<file path="config.mk">
export PLATFORM = sky130hd
export DESIGN_NAME = tgr_round
export DESIGN_NICKNAME = d
export VERILOG_FILES = /design/src/rtl/core/tgr_pkg.sv /design/src/rtl/core/tgr_round.sv
export SDC_FILE = /design/constraint.sdc
export NUM_CORES = 2
export LEC_CHECK = 0
export BUFFER_PORTS_ARGS = -buffer_cell sky130_fd_sc_hd__buf_2
export CORE_MARGIN = 2
export CORE_UTILIZATION = 55
export DETAILED_ROUTE_END_ITERATION = 7
export HOLD_SLACK_MARGIN = 0.15
export PLACE_DENSITY = 0.75
export SYNTH_ARGS = -nofsm -noshare
export SYNTH_HDL_FRONTEND = slang
export SYNTH_SLANG_ARGS = --single-unit
</file>
<file path="constraint.sdc">
create_clock -name i_clk -period 40.5 [get_ports i_clk]
set_clock_uncertainty 0.15 [all_clocks]
set_input_delay 6.075 -clock i_clk [delete_from_list [all_inputs] [get_ports i_clk]]
set_output_delay 6.075 -clock i_clk [all_outputs]
set_load 0.01 [all_outputs]
</file>
<file path="src/rtl/core/tgr_pkg.sv">
// Shared constants, types and helpers for the Tiger-192 hash engine.
`timescale 1ns / 1ps

package tgr_pkg;

    // Pass count limits and the counter width that holds a pass count
    localparam int MAX_PASSES = 8;
    localparam int MIN_PASSES = 3;
    localparam int PASS_W     = $clog2(MAX_PASSES + 1);

    localparam int WORD_W = 64;
    localparam int VB_W   = 4;

    // APB register file
    localparam int APB_AW = 3;
    localparam int APB_DW = 32;
    localparam logic REG_NUM_PASSES = 1'b0;   // register index, from paddr[2]
    localparam logic [VB_W-1:0] NUM_PASSES_RST = 4'd3;

    // Chaining values after reset and at the start of every message
    localparam logic [63:0] IV_A = 64'h0123456789ABCDEF;
    localparam logic [63:0] IV_B = 64'hFEDCBA9876543210;
    localparam logic [63:0] IV_C = 64'hF096A5B4C3B2E187;

    // Key schedule constants
    localparam logic [63:0] KS_FIRST = 64'hA5A5A5A5A5A5A5A5;
    localparam logic [63:0] KS_LAST  = 64'h0123456789ABCDEF;

    // Seed block for S-box generation, word k holds seed bytes 8k..8k+7
    localparam logic [7:0][63:0] SEED_BLOCK = {
        64'h6D6168694220696C,
        64'h4520646E61206E6F,
        64'h737265646E412073,
        64'h736F52207962202C,
        64'h6E6F6974636E7546,
        64'h2068736148207765,
        64'h4E20747361462041,
        64'h202D207265676954
    };

    // S-box read addresses: four tables, two ports each
    typedef struct packed {
        logic [3:0][1:0][7:0] addr;
    } t_sbox_rd;

    typedef logic [3:0][1:0][63:0] t_sbox_rdata;

    // S-box write: one address and word, an enable per table
    typedef struct packed {
        logic [3:0]  en;
        logic [7:0]  addr;
        logic [63:0] data;
    } t_sbox_wr;

    // Commands to the round engine
    typedef struct packed {
        logic              start;
        logic              seed;
        logic [PASS_W-1:0] passes;
        logic              shift;
        logic [63:0]       word;
        logic              init;
    } t_cmp_cmd;

    // Status of the round engine
    typedef struct packed {
        logic             done;
        logic [2:0][63:0] chain;
    } t_cmp_sts;

    // Clamp the programmed pass count into the supported range
    function automatic logic [PASS_W-1:0] eff_passes(input logic [VB_W-1:0] n);
        if (int'(n) < MIN_PASSES) begin
            return PASS_W'(MIN_PASSES);
        end else if (int'(n) > MAX_PASSES) begin
            return PASS_W'(MAX_PASSES);
        end
        return PASS_W'(n);
    endfunction

endpackage

</file>
<file path="src/rtl/core/tgr_round.sv">
// Round engine: key ring, working registers, key schedule and chaining value.
`timescale 1ns / 1ps

module tgr_round (
    input  logic                 i_clk,
    input  logic                 i_rst_n,
    input  tgr_pkg::t_cmp_cmd    i_cmd,
    input  tgr_pkg::t_sbox_rdata i_rdata,
    output tgr_pkg::t_sbox_rd    o_rd,
    output tgr_pkg::t_cmp_sts    o_sts
);
    import tgr_pkg::*;

    localparam logic [2:0] C_IDLE = 3'd0;
    localparam logic [2:0] C_RD   = 3'd1;
    localparam logic [2:0] C_ADD  = 3'd2;
    localparam logic [2:0] C_MUL  = 3'd3;
    localparam logic [2:0] C_MIX  = 3'd4;
    localparam logic [2:0] C_FF   = 3'd5;

    logic [2:0]        r_state;
    logic [PASS_W-1:0] r_pass;
    logic [PASS_W-1:0] r_passes;
    logic [2:0]        r_round;
    logic [3:0]        r_step;
    logic              r_done;
    logic [2:0][63:0]  r_chain;
    logic [7:0][63:0]  r_key;
    logic [63:0]       r_wa, r_wb, r_wc;
    logic [63:0]       r_v, r_anew, r_bsum;

    logic [63:0] v, xa, xb, bsh, bmul, mix_cur, mix_prev, mix_pp, n_mix;

    // round input and S-box addresses
    assign v = r_wc ^ r_key[0];
    always_comb begin
        o_rd.addr[0][0] = v[7:0];
        o_rd.addr[0][1] = v[63:56];
        o_rd.addr[1][0] = v[23:16];
        o_rd.addr[1][1] = v[47:40];
        o_rd.addr[2][0] = v[39:32];
        o_rd.addr[2][1] = v[31:24];
        o_rd.addr[3][0] = v[55:48];
        o_rd.addr[3][1] = v[15:8];
    end

    assign xa = i_rdata[0][0] ^ i_rdata[1][0] ^ i_rdata[2][0] ^ i_rdata[3][0];
    assign xb = i_rdata[0][1] ^ i_rdata[1][1] ^ i_rdata[2][1] ^ i_rdata[3][1];

    // multiply by 5, 7 or 9 with one shift and one add or subtract
    assign bsh  = (r_pass == '0) ? (r_bsum << 2) : (r_bsum << 3);
    assign bmul = (r_pass == PASS_W'(1)) ? (bsh - r_bsum) : (bsh + r_bsum);

    // one key schedule step on the head of the ring
    assign mix_cur  = r_key[0];
    assign mix_prev = r_key[7];
    assign mix_pp   = r_key[6];
    always_comb begin
        case (r_step) inside
            4'd0:                      n_mix = mix_cur - (mix_prev ^ KS_FIRST);
            4'd1, 4'd4, 4'd7, 4'd10, 4'd13:
                                       n_mix = mix_cur ^ mix_prev;
            4'd2, 4'd5, 4'd8, 4'd11, 4'd14:
                                       n_mix = mix_cur + mix_prev;
            4'd3, 4'd9:                n_mix = mix_cur - (mix_prev ^ ((~mix_pp) << 19));
            4'd6, 4'd12:               n_mix = mix_cur - (mix_prev ^ ((~mix_pp) >> 23));
            default:                   n_mix = mix_cur - (mix_prev ^ KS_LAST);
        endcase
    end

    // control
    always_ff @(posedge i_clk) begin
        if (!i_rst_n) begin
            r_state <= C_IDLE;
            r_done  <= 1'b0;
            r_chain <= {IV_C, IV_B, IV_A};
        end else begin
            r_done <= 1'b0;
            unique case (r_state)
                C_IDLE: begin
                    if (i_cmd.init) begin
                        r_chain <= {IV_C, IV_B, IV_A};
                    end
                    if (i_cmd.start) begin
                        r_state <= C_RD;
                    end
                end
                C_RD:  r_state <= C_ADD;
                C_ADD: r_state <= C_MUL;
                C_MUL: begin
                    if (r_round == 3'd7) begin
                        r_state <= (r_pass == PASS_W'(r_passes - 1'b1)) ? C_FF : C_MIX;
                    end else begin
                        r_state <= C_RD;
                    end
                end
                C_MIX: begin
                    if (r_step == 4'd15) begin
                        r_state <= C_RD;
                    end
                end
                C_FF: begin
                    r_chain[0] <= r_chain[0] ^ r_wa;
                    r_chain[1] <= r_wb - r_chain[1];
                    r_chain[2] <= r_chain[2] + r_wc;
                    r_done     <= 1'b1;
                    r_state    <= C_IDLE;
                end
                default: r_state <= C_IDLE;
            endcase
        end
    end

    // datapath
    always_ff @(posedge i_clk) begin
        case (r_state)
            C_IDLE: begin
                if (i_cmd.shift) begin
                    r_key <= {i_cmd.word, r_key[7:1]};
                end
                if (i_cmd.start) begin
                    if (i_cmd.seed) begin
                        r_key <= SEED_BLOCK;
                    end
                    r_wa     <= r_chain[0];
                    r_wb     <= r_chain[1];
                    r_wc     <= r_chain[2];
                    r_passes <= i_cmd.passes;
                    r_pass   <= '0;
                    r_round  <= '0;
                end
            end
            C_RD: begin
                r_v   <= v;
                r_key <= {r_key[0], r_key[7:1]};
            end
            C_ADD: begin
                r_anew <= r_wa - xa;
                r_bsum <= r_wb + xb;
            end
            C_MUL: begin
                // roles rotate each round; eight rounds leave the pass-end order
                r_wa    <= bmul;
                r_wb    <= r_v;
                r_wc    <= r_anew;
                r_round <= r_round + 3'd1;
                r_step  <= '0;
                if (r_round == 3'd7) begin
                    r_pass <= r_pass + 1'b1;
                end
            end
            C_MIX: begin
                r_key  <= {n_mix, r_key[7:1]};
                r_step <= r_step + 4'd1;
            end
            default: ;
        endcase
    end

    assign o_sts.done  = r_done;
    assign o_sts.chain = r_chain;

endmodule

</file>
==> impl_metrics.json <==
{
  "outcome": "finished with violations",
  "violations": "DRC",
  "yosysMostFrequentCell": "nand2_1",
  "placed_area_mm2": 0.0865,
  "yosys_warnings": 0,
  "synthArstFlopShare": 0,
  "synth_area_per_cell_um2": 8.71,
  "path_clk_slew_ns": 0.06,
  "finalCritPeriodShare": 0.269,
  "grt_pass1_vias": 70000,
  "grt.total_usage": 0.404,
  "syn_inst": 9294,
  "drv_cap": 0,
  "reg2reg_slack_ns": 30.86,
  "cts.sinks": 1107,
  "synth_ff_type": "edfxtp_1",
  "yosysTopAreaCell": "edfxtp_1",
  "synthTopCellsByArea": "edfxtp_1 34%, nand2_1 8.0%, ha_1 7.2%",
  "synthTopCellsByCount": "1,735 x nand2_1, 932 x a21oi_1, 911 x edfxtp_1",
  "rsz0062_at_grt": "no",
  "synth_edf_count": 911,
  "cp_data_arrival_time_ns": 11.24,
  "ys_seq_elements": 1107,
  "drt_iter0_markers": 9011,
  "finalWeightedCongestion": 1.06,
  "finalHoldViolCount": 0,
  "antenna_left": 0,
  "drc_errors": 5,
  "synthMuxAreaShare": 0.0182,
  "leakagePower_nw": 37.4,
  "synth_top_family_by_area": "compound AO/OA/AOI/OAI gates",
  "vias_per_cell": 6.35,
  "dieArea_mm2": 0.150,
  "fp.dieH_um": 388,
  "setup_viol": 0,
  "p_total_w": 0.00634,
  "synth_fp_nets": 10400,
  "ctsHoldBuffers": 0,
  "fill_cells": 12700,
  "cts.htree.levels": 3,
  "yosysTopAreaCellShare": 0.338,
  "post-dp-hpwl_um": 241000,
  "critPathSlowestCell": "a2111oi_0",
  "drive_gt1_frac": 0.127,
  "synth-xor-area-share": 0.114,
  "insertion_delay_ns": 0.78,
  "cp_top_family": "compound AO/OA/AOI/OAI gates",
  "cp-start-kind": "input port",
  "drt_wl_total_um": 316000,
  "cts_buffers": 120,
  "syn2layout_area_growth_pct": 11.7,
  "powerDensity_mw_per_mm2": 70.1,
  "maxSlewHeadroom": 0.122,
  "r2r_start": "r_step[0]",
  "port_buffers": 842,
  "grt_start_max_net_pins": 204,
  "root_buffer": "clkbuf_16",
  "slowest_delay_ns": 0.94,
  "required_ns": 40.86,
  "num_rows": 140,
  "yosys.area_share.simple": 0.176,
  "worst_pin_slew_ns": 1.32,
  "num_io_pins": 843,
  "crit_path_cell_trace": "buf_2 > xor2_1 > xnor2_1 > ha_1 > inv_1 > fa_1 > a21oi_1 > o21a_1 > nor3_1 > o211a_1 > o211ai_1 > a2111oi_0 > o21ai_0 > and2_1 > o21ai_0 > a311oi_1 > o41ai_1 > xor2_1",
  "wl_per_cell_um": 26.6,
  "tritoncts": "yes",
  "synth_fa_ha_area_frac": 0.0737,
  "core_mm2": 0.146,
  "cts_max_path_buffers": 3,
  "fin_area_mm2": 0.0904,
  "grt_pass1_wl_um": 457000,
  "antenna_found_initial": 17,
  "clock.fmax_ghz": 0.0919,
  "start_util": 0.555,
  "final_net_count": 10900,
  "synth-compound-area-share": 0.196,
  "ys_types": 100,
  "vias": 75300,
  "min_from": "o_sts[154]",
  "critPathMaxFanout": 3,
  "drt-pass1-iter-count": 8,
  "period_needed_ns": 10.89,
  "postCtsResizedCells": 0,
  "setup_tns_ns": 0,
  "worst-path-buf-inv": 2,
  "cp-end-kind": "register",
  "synth_area_mm2": 0.0810,
  "post_cts_buffers": 0,
  "slew_violations": 0,
  "die_x_um": 388,
  "r2r-end": "mix_prev[63]",
  "path_class": "in -> reg",
  "reg2reg_depth": 26,
  "grt_overflow": 0,
  "ys_seq_area_frac": 0.386,
  "hp-class": "reg -> reg",
  "min_to": "o_sts[154]",
  "holdPathStages": 2,
  "ir_drop_v": 0.0000771
}
[per-stage QoR]
| stage | hold slack (ns) | worst slack [ns] | cells | utilization |
|---|---|---|---|---|
| after floorplan | 0.334 | 13.72 | 9294 | - |
| after global placement | 0.333 | 29.09 | 11600 | 0.593 |
| after detailed placement | 0.339 | 29.05 | 11600 | 0.593 |
| after CTS | 0.348 | 29.88 | 11900 | 0.620 |
| after global routing | 0.368 | 29.65 | 11900 | 0.620 |
| final | 0.346 | 29.61 | 11900 | 0.620 |
[metal layers]
metal  track usage  up-vias  share of wire
met5             0        -        0.00021
met1         0.530    36000           0.39
li1              -    34500              -
met4         0.236        8          0.068
met2         0.612     4033           0.43
met3        0.0889      809           0.10
[worst reg2reg max path, delay by kind of cell (launching register included)]
family                     cells  cell delay [ns]
and+or+nand+nor               13             4.48
muxes                          1             0.60
xor gates and xnor gates       3             0.79
adders and majority gates      2             0.69
AOI/OAI and AO/OA              6             2.11
buffers and inverters          1             0.14
DFF                            1             0.48
[kinds of logic after synthesis]
kind of cell / Yosys count
mux: 138
fa+ha+maj: 473
compound gates: 2567
xor+xnor: 1052
buf+inv: 761
flops: 1107
simple gates: 3196
[report_power, final]
group	switching [W]	leakage (nW)	internal [W]
sequential	0.000413	10.6	0.00170
clock	0.000506	1.94	0.000617
combinational	0.00197	24.9	0.00114
[cells in the final DEF, fill, tap and decap left out, types with 69 or more instances in the layout]
cell type and n:
a21o_1 334, a21oi_1 929, a31oi_1 69, and3_1 83
buf_2 841, buf_4 81, clkbuf_16 123, dfxtp_1 196
edfxtp_1 911, ha_1 467, inv_1 250, mux2i_1 70
nand2_1 1729, nand2b_1 73, nand3_1 295, nand4_1 97
nor2_1 463, nor2b_1 93, nor3_1 116, o21ai_0 554
o21bai_1 73, xnor2_1 665, xor2_1 386
[sequential cells by signal, indices dropped and copies added, names as in the netlist]
register,flops
r_key,320
o_sts,192
mix_cur,64
mix_pp,64
mix_prev,64
r_anew,64
r_bsum,64
r_v,64
r_wa,64
r_wb,64
r_wc,64
r_pass,4
r_passes,4
r_step,4
r_round,3
r_state,3
r_done,1
[worst max-delay path by stage]
stage	from	endpoint	slack, ns	cells after the start
final	i_rdata[256]	r_anew[60]	29.61	18
after global routing	i_rdata[128]	r_anew[62]	29.65	18
after CTS	i_rdata[256]	r_anew[60]	29.88	18
after detailed placement	i_rdata[256]	r_anew[60]	29.05	18
after global placement	i_rdata[256]	r_anew[60]	29.09	18
after floorplan	r_state[2]	mix_cur[0]	13.72	2
[layout make-up]
class,count,area (µm²),share of cell area
multi-input combinational,7426,46900,0.519
sequential,1107,31300,0.346
timing repair buffer,927,4920,0.0544
clock buffer,165,3370,0.0372
tap,1917,2400,0.0265
inverter,252,946,0.0105
clock inverter,64,583,0.00645
antenna,6,15.0,0.000166
Note: power is estimated with default switching activity, not from simulation.
