<file path="src/rtl/core/tgr_pkg.sv">
// Shared constants, types and helpers for the Tiger-192 hash engine.
`timescale 1ns / 1ps

package tgr_pkg;

    // Pass count limits and the counter width that holds a pass count
    localparam int MAX_PASSES = 8;
    localparam int MIN_PASSES = 3;
    localparam int PASS_W     = $clog2(MAX_PASSES + 1);

    localparam int WORD_W = 64;
    localparam int VB_W   = 4;

    // APB register file
    localparam int APB_AW = 3;
    localparam int APB_DW = 32;
    localparam logic REG_NUM_PASSES = 1'b0;   // register index, from paddr[2]
    localparam logic [VB_W-1:0] NUM_PASSES_RST = 4'd3;

    // Chaining values after reset and at the start of every message
    localparam logic [63:0] IV_A = 64'h0123456789ABCDEF;
    localparam logic [63:0] IV_B = 64'hFEDCBA9876543210;
    localparam logic [63:0] IV_C = 64'hF096A5B4C3B2E187;

    // Key schedule constants
    localparam logic [63:0] KS_FIRST = 64'hA5A5A5A5A5A5A5A5;
    localparam logic [63:0] KS_LAST  = 64'h0123456789ABCDEF;

    // Seed block for S-box generation, word k holds seed bytes 8k..8k+7
    localparam logic [7:0][63:0] SEED_BLOCK = {
        64'h6D6168694220696C,
        64'h4520646E61206E6F,
        64'h737265646E412073,
        64'h736F52207962202C,
        64'h6E6F6974636E7546,
        64'h2068736148207765,
        64'h4E20747361462041,
        64'h202D207265676954
    };

    // S-box read addresses: four tables, two ports each
    typedef struct packed {
        logic [3:0][1:0][7:0] addr;
    } t_sbox_rd;

    typedef logic [3:0][1:0][63:0] t_sbox_rdata;

    // S-box write: one address and word, an enable per table
    typedef struct packed {
        logic [3:0]  en;
        logic [7:0]  addr;
        logic [63:0] data;
    } t_sbox_wr;

    // Commands to the round engine
    typedef struct packed {
        logic              start;
        logic              seed;
        logic [PASS_W-1:0] passes;
        logic              shift;
        logic [63:0]       word;
        logic              init;
    } t_cmp_cmd;

    // Status of the round engine
    typedef struct packed {
        logic             done;
        logic [2:0][63:0] chain;
    } t_cmp_sts;

    // Clamp the programmed pass count into the supported range
    function automatic logic [PASS_W-1:0] eff_passes(input logic [VB_W-1:0] n);
        if (int'(n) < MIN_PASSES) begin
            return PASS_W'(MIN_PASSES);
        end else if (int'(n) > MAX_PASSES) begin
            return PASS_W'(MAX_PASSES);
        end
        return PASS_W'(n);
    endfunction

endpackage

</file>
<file path="src/rtl/core/tgr_sgen.sv">
// S-box builder: fills the tables, then permutes them with the seed compressions.
`timescale 1ns / 1ps

module tgr_sgen (
    input  logic                 i_clk,
    input  logic                 i_rst_n,
    input  tgr_pkg::t_cmp_sts    i_sts,
    input  tgr_pkg::t_sbox_rdata i_rdata,
    output tgr_pkg::t_cmp_cmd    o_cmd,
    output tgr_pkg::t_sbox_rd    o_rd,
    output logic                 o_rd_own,
    output tgr_pkg::t_sbox_wr    o_wr,
    output logic                 o_done
);
    import tgr_pkg::*;

    localparam logic [2:0] G_FILL = 3'd0;
    localparam logic [2:0] G_STEP = 3'd1;
    localparam logic [2:0] G_WAIT = 3'd2;
    localparam logic [2:0] G_RD   = 3'd3;
    localparam logic [2:0] G_CAP  = 3'd4;
    localparam logic [2:0] G_W1   = 3'd5;
    localparam logic [2:0] G_W2   = 3'd6;
    localparam logic [2:0] G_DONE = 3'd7;

    logic [2:0]  r_state;
    logic [7:0]  r_i, r_k;
    logic [2:0]  r_cnt, r_col;
    logic [1:0]  r_sb, r_abc;
    logic [63:0] r_di, r_dk;

    logic [7:0]  k;
    logic [63:0] m;

    assign k = i_sts.chain[r_abc][{r_col, 3'b000} +: 8];
    assign m = 64'hFF << {r_col, 3'b000};

    // table ports and engine requests
    always_comb begin
        o_cmd        = '0;
        o_cmd.seed   = 1'b1;
        o_cmd.passes = PASS_W'(MIN_PASSES);
        o_cmd.start  = (r_state == G_STEP) && (r_abc == 2'd2);
        o_rd_own     = (r_state == G_RD);
        for (int t = 0; t < 4; t++) begin
            o_rd.addr[t][0] = r_i;
            o_rd.addr[t][1] = k;
        end
        o_wr = '0;
        unique case (r_state)
            G_FILL: begin
                o_wr.en   = 4'hF;
                o_wr.addr = r_i;
                o_wr.data = {8{r_i}};
            end
            G_W1: begin
                o_wr.en[r_sb] = 1'b1;
                o_wr.addr     = r_i;
                o_wr.data     = (r_di & ~m) | (r_dk & m);
            end
            G_W2: begin
                o_wr.en[r_sb] = 1'b1;
                o_wr.addr     = r_k;
                o_wr.data     = (r_dk & ~m) | (r_di & m);
            end
            default: ;
        endcase
    end

    // sequencer
    always_ff @(posedge i_clk) begin
        if (!i_rst_n) begin
            r_state <= G_FILL;
            r_i     <= '0;
            r_cnt   <= '0;
            r_sb    <= '0;
            r_abc   <= 2'd2;
            r_col   <= '0;
        end else begin
            unique case (r_state)
                G_FILL: begin
                    r_i <= r_i + 8'd1;
                    if (r_i == 8'hFF) begin
                        r_state <= G_STEP;
                    end
                end
                G_STEP: begin
                    r_col <= '0;
                    if (r_abc == 2'd2) begin
                        r_abc   <= '0;
                        r_state <= G_WAIT;
                    end else begin
                        r_abc   <= r_abc + 2'd1;
                        r_state <= G_RD;
                    end
                end
                G_WAIT: begin
                    if (i_sts.done) begin
                        r_state <= G_RD;
                    end
                end
                G_RD: begin
                    r_k     <= k;
                    r_state <= G_CAP;
                end
                G_CAP: begin
                    r_di    <= i_rdata[r_sb][0];
                    r_dk    <= i_rdata[r_sb][1];
                    r_state <= G_W1;
                end
                G_W1: r_state <= G_W2;
                G_W2: begin
                    r_col <= r_col + 3'd1;
                    if (r_col != 3'd7) begin
                        r_state <= G_RD;
                    end else begin
                        r_sb    <= r_sb + 2'd1;
                        r_state <= G_STEP;
                        if (r_sb == 2'd3) begin
                            r_i <= r_i + 8'd1;
                            if (r_i == 8'hFF) begin
                                r_cnt <= r_cnt + 3'd1;
                                if (r_cnt == 3'd4) begin
                                    r_state <= G_DONE;
                                end
                            end
                        end
                    end
                end
                G_DONE: ;
                default: r_state <= G_DONE;
            endcase
        end
    end

    assign o_done = (r_state == G_DONE);

endmodule

</file>
<file path="config.mk">
export PLATFORM = sky130hd
export DESIGN_NAME = tgr_sgen
export DESIGN_NICKNAME = d
export VERILOG_FILES = /design/src/rtl/core/tgr_pkg.sv /design/src/rtl/core/tgr_sgen.sv
export SDC_FILE = /design/constraint.sdc
export NUM_CORES = 1
export LEC_CHECK = 0
export BUFFER_PORTS_ARGS = -buffer_cell sky130_fd_sc_hd__buf_4
export CAP_MARGIN = 20
export CORE_AREA = 2 2 361 363
export CTS_CLUSTER_SIZE = 28
export DETAILED_ROUTE_END_ITERATION = 6
export DIE_AREA = 0 0 363 365
export PLACE_DENSITY = 0.39
export SYNTH_ARGS = -nofsm -noshare
export SYNTH_HDL_FRONTEND = slang
export SYNTH_SLANG_ARGS = --single-unit
</file>
<file path="constraint.sdc">
create_clock -name i_clk -period 19.5 [get_ports i_clk]
set_clock_uncertainty 0.05 [all_clocks]
set_input_delay 4.875 -clock i_clk [delete_from_list [all_inputs] [get_ports i_clk]]
set_output_delay 4.875 -clock i_clk [all_outputs]
set_load 0.05 [all_outputs]
</file>
==> results of run 1 <==
-- logic make-up (layout without fill, tap and decap cells) --
group / count (synthesis) / count (layout)
AOI/OAI and AO/OA: 188 / 188
and+or+nand+nor: 171 / 171
other: 2 / 79
adders and majority gates: 13 / 13
xor gates and xnor gates: 9 / 9
buffers and inverters: 212 / 931
muxes: 227 / 227
DFF: 157 / 157
-- metrics by stage --
stage / setup WS [ps] / total power, W
3_5_place_dp: 7806 / 0.001069
3_3_place_gp: 7824 / 0.001066
2_1_floorplan: 351.8 / 0.0007941
6_report: 7878 / 0.001420
4_1_cts: 7783 / 0.001458
5_1_grt: 7799 / 0.001486
-- critical path, stage by stage --
cell and delay [ps]:
buf_4 90, mux2_2 140, a221oi_1 60, or2_2 330, o221ai_1 840, buf_4 350
-- layer usage --
metal  GRT usage (%)  up-vias  routed length [µm]
met3           3.356       84                5909
met2           23.83      636               47280
li1                -     5346                   -
met1           15.35     6027               36230
met4           2.774       18                1447
met5               0        -                 114
-- where the power goes --
group | total (W) | switching, W | leakage (nW) | internal (W)
Sequential | 0.000392 | 0.0000207 | 1.39 | 0.000371
Clock | 0.000373 | 0.000188 | 0.297 | 0.000185
Combinational | 0.000656 | 0.000418 | 6.65 | 0.000238
Total | 0.00142 | 0.000627 | 8.34 | 0.000794
-- final cells by class --
class / instances / area (µm²) / area share [%]
Clock inverter: 15 / 191.4 / 0.9173
Multi-Input combinational cell: 679 / 6930 / 33.21
Tap cell: 1675 / 2096 / 10.04
Sequential cell: 157 / 4517 / 21.64
Timing Repair Buffer: 881 / 6621 / 31.73
Antenna cell: 8 / 20.02 / 0.09593
Clock buffer: 17 / 425.4 / 2.038
Inverter: 18 / 67.56 / 0.3238
-- worst max-delay path by stage --
stage              start       end  slack [ps]  depth (start not counted)
3_5_place_dp   i_sts[73]  o_rd[57]        7810                          6
6_report       i_sts[84]  o_rd[60]        7880                          6
2_1_floorplan    i_rst_n   r_di[0]         350                          2
5_1_grt        i_sts[83]  o_rd[43]        7800                          6
4_1_cts        i_sts[73]  o_rd[57]        7780                          6
3_3_place_gp   i_sts[84]  o_rd[28]        7820                          6
-- sequential cells by signal, summed over array words and instances, names as in the netlist --
name     flops
r_di        64
r_sb         2
r_col        3
r_i          8
r_dk        64
r_state      3
r_abc        2
r_k          8
r_cnt        3
-- cell usage in the layout, fill, tap and decap left out, types with 5 or more instances in the layout --
master,count
mux2_2,32
nand2b_1,36
o22a_1,8
o221ai_1,9
edfxtp_1,136
mux4_2,144
mux2i_1,51
ha_1,13
nand2_1,74
xnor2_1,9
a221oi_1,63
buf_4,880
conb_1,71
nand3_1,5
or2_2,18
a21oi_1,10
o21ai_0,26
dfxtp_1,17
nor3_1,5
inv_1,15
nor2_1,16
clkbuf_16,17
diode_2,8
a22oi_1,56
==> summary.txt, run 1 <==
Setup bufs post-CTS: 0
Final core utilization: 16.22%
Arr. time, crit path: 6700 ps
Fin cells: 3450
Fill cells: 14.44k
RR Startpoint: r_abc[1]
Post-Synth Adder-Cell Area: 1.308%
Vias in the first global route: 12.36k
Final instance area: 20870 µm²
Max Transition Viols Final: 0
Fraction of registers with async set/reset: 0%
Hpwl dp: 76630 µm
Top_reg_cell synth: edfxtp_1
DRT antenna net count: 0
RSZ-0062 raised after global routing: no
Total number of vias: 12.11k
Most frequent cells after synthesis: mux4_2 (144), edfxtp_1 (136), buf_4 (122)
Status: finished, final reports clean
Die Area: 132500 µm²
CP max FO: 5
Hold EP: r_cnt[2]
Static Leakage: 8.342 nW
Period utilisation layout: 59.60%
Total gr overflow: 0
Fraction of layout cells with a size suffix above 1: 63.33%
CTS buffer count: 17
Clock slew at reported path FFs: 80 ps
Reg2reg setup slack: 15980 ps
WL final: 90980 µm
Max cap viols: 0
R2R depth: 4
Synthesized area per cell: 12.70 µm²
Std-Cell Rows: 132
Io pins: 921
Multiplexer share of the synthesized area: 33.09%
Slew headroom: 28.11%
Die Span Y: 365 µm
FF-to-FF End: r_k[4]
Fmax: 0.08604 GHz
Hold Path Stages: 2
Post-Synth Simple-Gate Area: 6.842%
Clk buf depth: 2
Total core area: 128700 µm²
Netlist cell types: 47
Worst slew pin tran: 1078 ps
CTS root buf: clkbuf_16
P per Cell Area: 68.06 nW/µm²
Hold buffers post-CTS: 0
Post-synthesis cell count: 979
GPL Wtd Cong: 0.7652
H-tree Lvls: 4
Worst min path class: reg2reg
Clock sink count: 157
Initial Util: 9.665%
Vias per cell: 3.510
Cts repair resizes: 0
Top cells by area, synth: edfxtp_1 (33%), mux4_2 (26%), buf_4 (7.4%)
Final Hold Viols: 0
Final setup viols: 0
Register area share after synthesis: 36.22%
First-pass GRT wire length: 114400 µm
Worst ir drop on vdd: 49.57 µV
Critical path capture point type: output port
Yosys top cell by area: edfxtp_1
Initial antenna violation count: 42
I/O Buffers: 849
Hold WS: 449.2 ps
Cell with the most instances after synthesis: mux4_2
XOR/XNOR share of the synthesized area: 0.6339%
Area Growth Syn to Fin: 67.83%
Layout net count: 2474
Largest net degree at the start of global routing: 61
Worst-Skew Late Latency: 490 ps
Post-layout minimum cycle time: 11620 ps
WS Path Type: in2out
CTS tree: done
Syn Std Cell Area: 12430 µm²
Largest family of logic cells by synthesized area: multiplexers
Die width: 363 µm
Required @ worst endpoint: 14580 ps
Number of enable-type register cells in the synthesized netlist: 136
Total Routing Usage GR: 13.09%
Detailed Routing Iterations Pass 1: 5
Routed length per instance: 26.37 µm
Post-synthesis register bit count: 157
Setup TNS: 0 ps
Hold path start: r_cnt[2]
Synth Area in Compound Gates: 11.51%
Synth warn: 0
DRC viols: 0
Placed insts: 3410
Placed cell areas: 20230 µm²
Top cell type's share of synthesized area: 32.84%
CP startpoint kind: primary input
Initial drt markers: 753
Power figures use the tool's default switching activity.
==> inputs of run 2 (changes only) <==
clock period = 9.5 ns   (was 19.5 ns; I/O delays follow)
==> run 2 against run 1 <==
Register-to-register slack worse by 11000 ps. Die area stayed put. Global-route usage up 0.36 points. Non-clock buffer count unchanged. Worst hold slack gained 12 ps. Total power is 100% higher. Combinational power rose by 100%. Largest cell class unchanged.
==> summary.txt, run 2 (synthesis results as in run 1) <==
CP max FO: 5 (unchanged)
Net Sw Power: 0.001255 W (was 0.0006265 W)
Critical path capture point type: output port (unchanged)
Net Sw Frac: 43.24% (was 44.11%)
First-pass GRT wire length: 117700 µm (was 114400 µm)
Fraction of layout cells with a size suffix above 1: 63.27% (was 63.33%)
Die width: 363 µm (unchanged)
Status: finished, final reports clean (unchanged)
Cts repair resizes: 0 (unchanged)
Slew headroom: 34.36% (was 28.11%)
Setup TNS: 0 ps (unchanged)
DRT antenna net count: 0 (unchanged)
Comb pwr share: 46.1% (was 46.2%)
Initial drt markers: 798 (was 753)
CTS tree: done (unchanged)
Placed cell areas: 20230 µm² (about the same)
Setup slack after layout: 3001 ps (was 7878 ps)
Max cap viols: 0 (unchanged)
P per Cell Area: 139.1 nW/µm² (was 68.06 nW/µm²)
Total core area: 128700 µm² (unchanged)
Layout net count: 2474 (unchanged)
Std-Cell Rows: 132 (unchanged)
Clk buf depth: 2 (unchanged)
WL final: 93180 µm (was 90980 µm)
Arr. time, crit path: 4070 ps (was 6700 ps)
Clock network fraction of design power: 26.1% (was 26.2%)
CP top delay family: compound AO/OA/AOI/OAI gates (unchanged)
Worst min path class: reg2reg (unchanged)
Max Transition Viols Final: 0 (unchanged)
Hold WS: 460.7 ps (was 449.2 ps)
Area Growth Syn to Fin: 67.81% (was 67.83%)
CTS buffer count: 17 (unchanged)
Die Span Y: 365 µm (unchanged)
Vias per cell: 3.538 (was 3.510)
Worst path most repeated cell: buf_4 (unchanged)
CP max stage cell: o221ai_1 (unchanged)
Total number of vias: 12.22k (was 12.11k)
Most common cell after layout, fill and taps aside: buf_4 (unchanged)
Biggest registers after layout: r_di x64, r_dk x64 (unchanged)
Internal power: 0.001647 W (was 0.0007939 W)
Fill cells: 14.39k (was 14.44k)
WS Path Type: in2out (unchanged)
Clock sink count: 157 (unchanged)
RSZ-0062 raised after global routing: no (unchanged)
DRC viols: 0 (unchanged)
Fmax: 0.1539 GHz
GPL Wtd Cong: 0.8664 (was 0.7652)
Crit path cell chain: buf_4, mux2i_1, mux4_2, o22a_1, o221ai_1, buf_4 (was buf_4, mux2_2, a221oi_1, or2_2, o221ai_1, buf_4)
Detailed Routing Iterations Pass 1: 5 (unchanged)
Setup bufs post-CTS: 0 (unchanged)
Routed length per instance: 26.98 µm (was 26.37 µm)
Worst-Skew Late Latency: 490 ps (about the same)
Clock slew at reported path FFs: 70 ps (was 80 ps)
CP startpoint kind: primary input (unchanged)
Total gr overflow: 0 (unchanged)
Worst ir drop on vdd: 106.3 µV (was 49.57 µV)
Io pins: 921 (unchanged)
CP max stage delay: 480 ps (was 840 ps)
I/O Buffers: 849 (unchanged)
Static Leakage: 8.336 nW (was 8.342 nW)
Largest net degree at the start of global routing: 65 (was 61)
Vias in the first global route: 12.46k (was 12.36k)
WP buf/inv: 2 (unchanged)
Initial Util: 9.665% (unchanged)
Period utilisation layout: 68.41%
Total Routing Usage GR: 13.45% (was 13.09%)
Worst slew pin tran: 957.2 ps (was 1078 ps)
Initial antenna violation count: 45 (was 42)
Required @ worst endpoint: 7080 ps (was 14580 ps)
Reg power frac: 27.8% (was 27.6%)
Dpl ws: 2830 ps (was 7806 ps)
Hold buffers post-CTS: 0 (unchanged)
Multi-input gate area: 6939 µm² (was 6930 µm²)
Register area: 4517 µm² (unchanged)
H-tree Lvls: 4 (unchanged)
Hpwl dp: 79210 µm (was 76630 µm)
Final setup viols: 0 (unchanged)
Post-layout minimum cycle time: 6499 ps
Die Area: 132500 µm² (unchanged)
CTS root buf: clkbuf_16 (unchanged)
Final Hold Viols: 0 (unchanged)
Most frequent cells in the layout: buf_4 (881), mux4_2 (144), edfxtp_1 (136) (was buf_4 (880), mux4_2 (144), edfxtp_1 (136))
Final instance area: 20870 µm² (about the same)
run 2: cell count changes in the layout (fill, tap and decap cells not counted), sizes merged:
cell    delta
bufinv     +1
clkinv     -3
clkbuf     +1
inv        +1
diode      +4
run 2: through the flow:
| stage | std cells | total power, W | utilization, % |
|---|---|---|---|
| after floorplan | 1048 | 0.001630 | - |
| after CTS | 3442 | 0.002981 | 16.20 |
| final | 3454 | 0.002902 | 16.22 |
| after global routing | 3449 | 0.003038 | 16.21 |
| after global placement | 3410 | 0.002190 | 15.73 |
| after detailed placement | 3410 | 0.002194 | 15.73 |
run 2: per-layer routing:
metal	vias up	share of wire, %	GRT usage, %
li1	5338	-	-
met2	667	51	24.21
met3	94	7.2	3.605
met5	-	0.15	0
met1	6102	40	15.96
met4	20	1.4	2.693
run 2: worst min-delay path, stage by stage, from the launching register on:
cell and delay (ps):
dfxtp_1 320, o21ai_0 70, a21oi_1 60
run 2: path summary, 6_finish.rpt:
path                   from  cells after the start        to  slack [ps]
setup / recovery  i_sts[91]                      6  o_rd[59]        3000
hold / removal     r_cnt[2]                      2  r_cnt[2]         460
setup reg to reg    r_sb[0]                      4  r_di[45]        5470
hold reg to reg    r_cnt[2]                      2  r_cnt[2]         460
run 2: cell type report:
type	count	area share, %
clock inverter	14	0.8335
tap	1675	10.04
timing repair buffer	881	31.70
multi-input combinational	679	33.26
sequential	157	21.65
antenna	12	0.1439
inverter	18	0.3238
clock buffer	18	2.057
run 2: power by group through the flow:
| stage | Clock (W) | Combinational (W) | Sequential [W] |
|---|---|---|---|
| detailed placement | 0 | 0.00137 | 0.000825 |
| CTS | 0.000800 | 0.00137 | 0.000810 |
| floorplan | 0 | 0.000820 | 0.000810 |
| finish | 0.000758 | 0.00134 | 0.000807 |
| global route | 0.000818 | 0.00141 | 0.000812 |
| global placement | 0 | 0.00137 | 0.000824 |
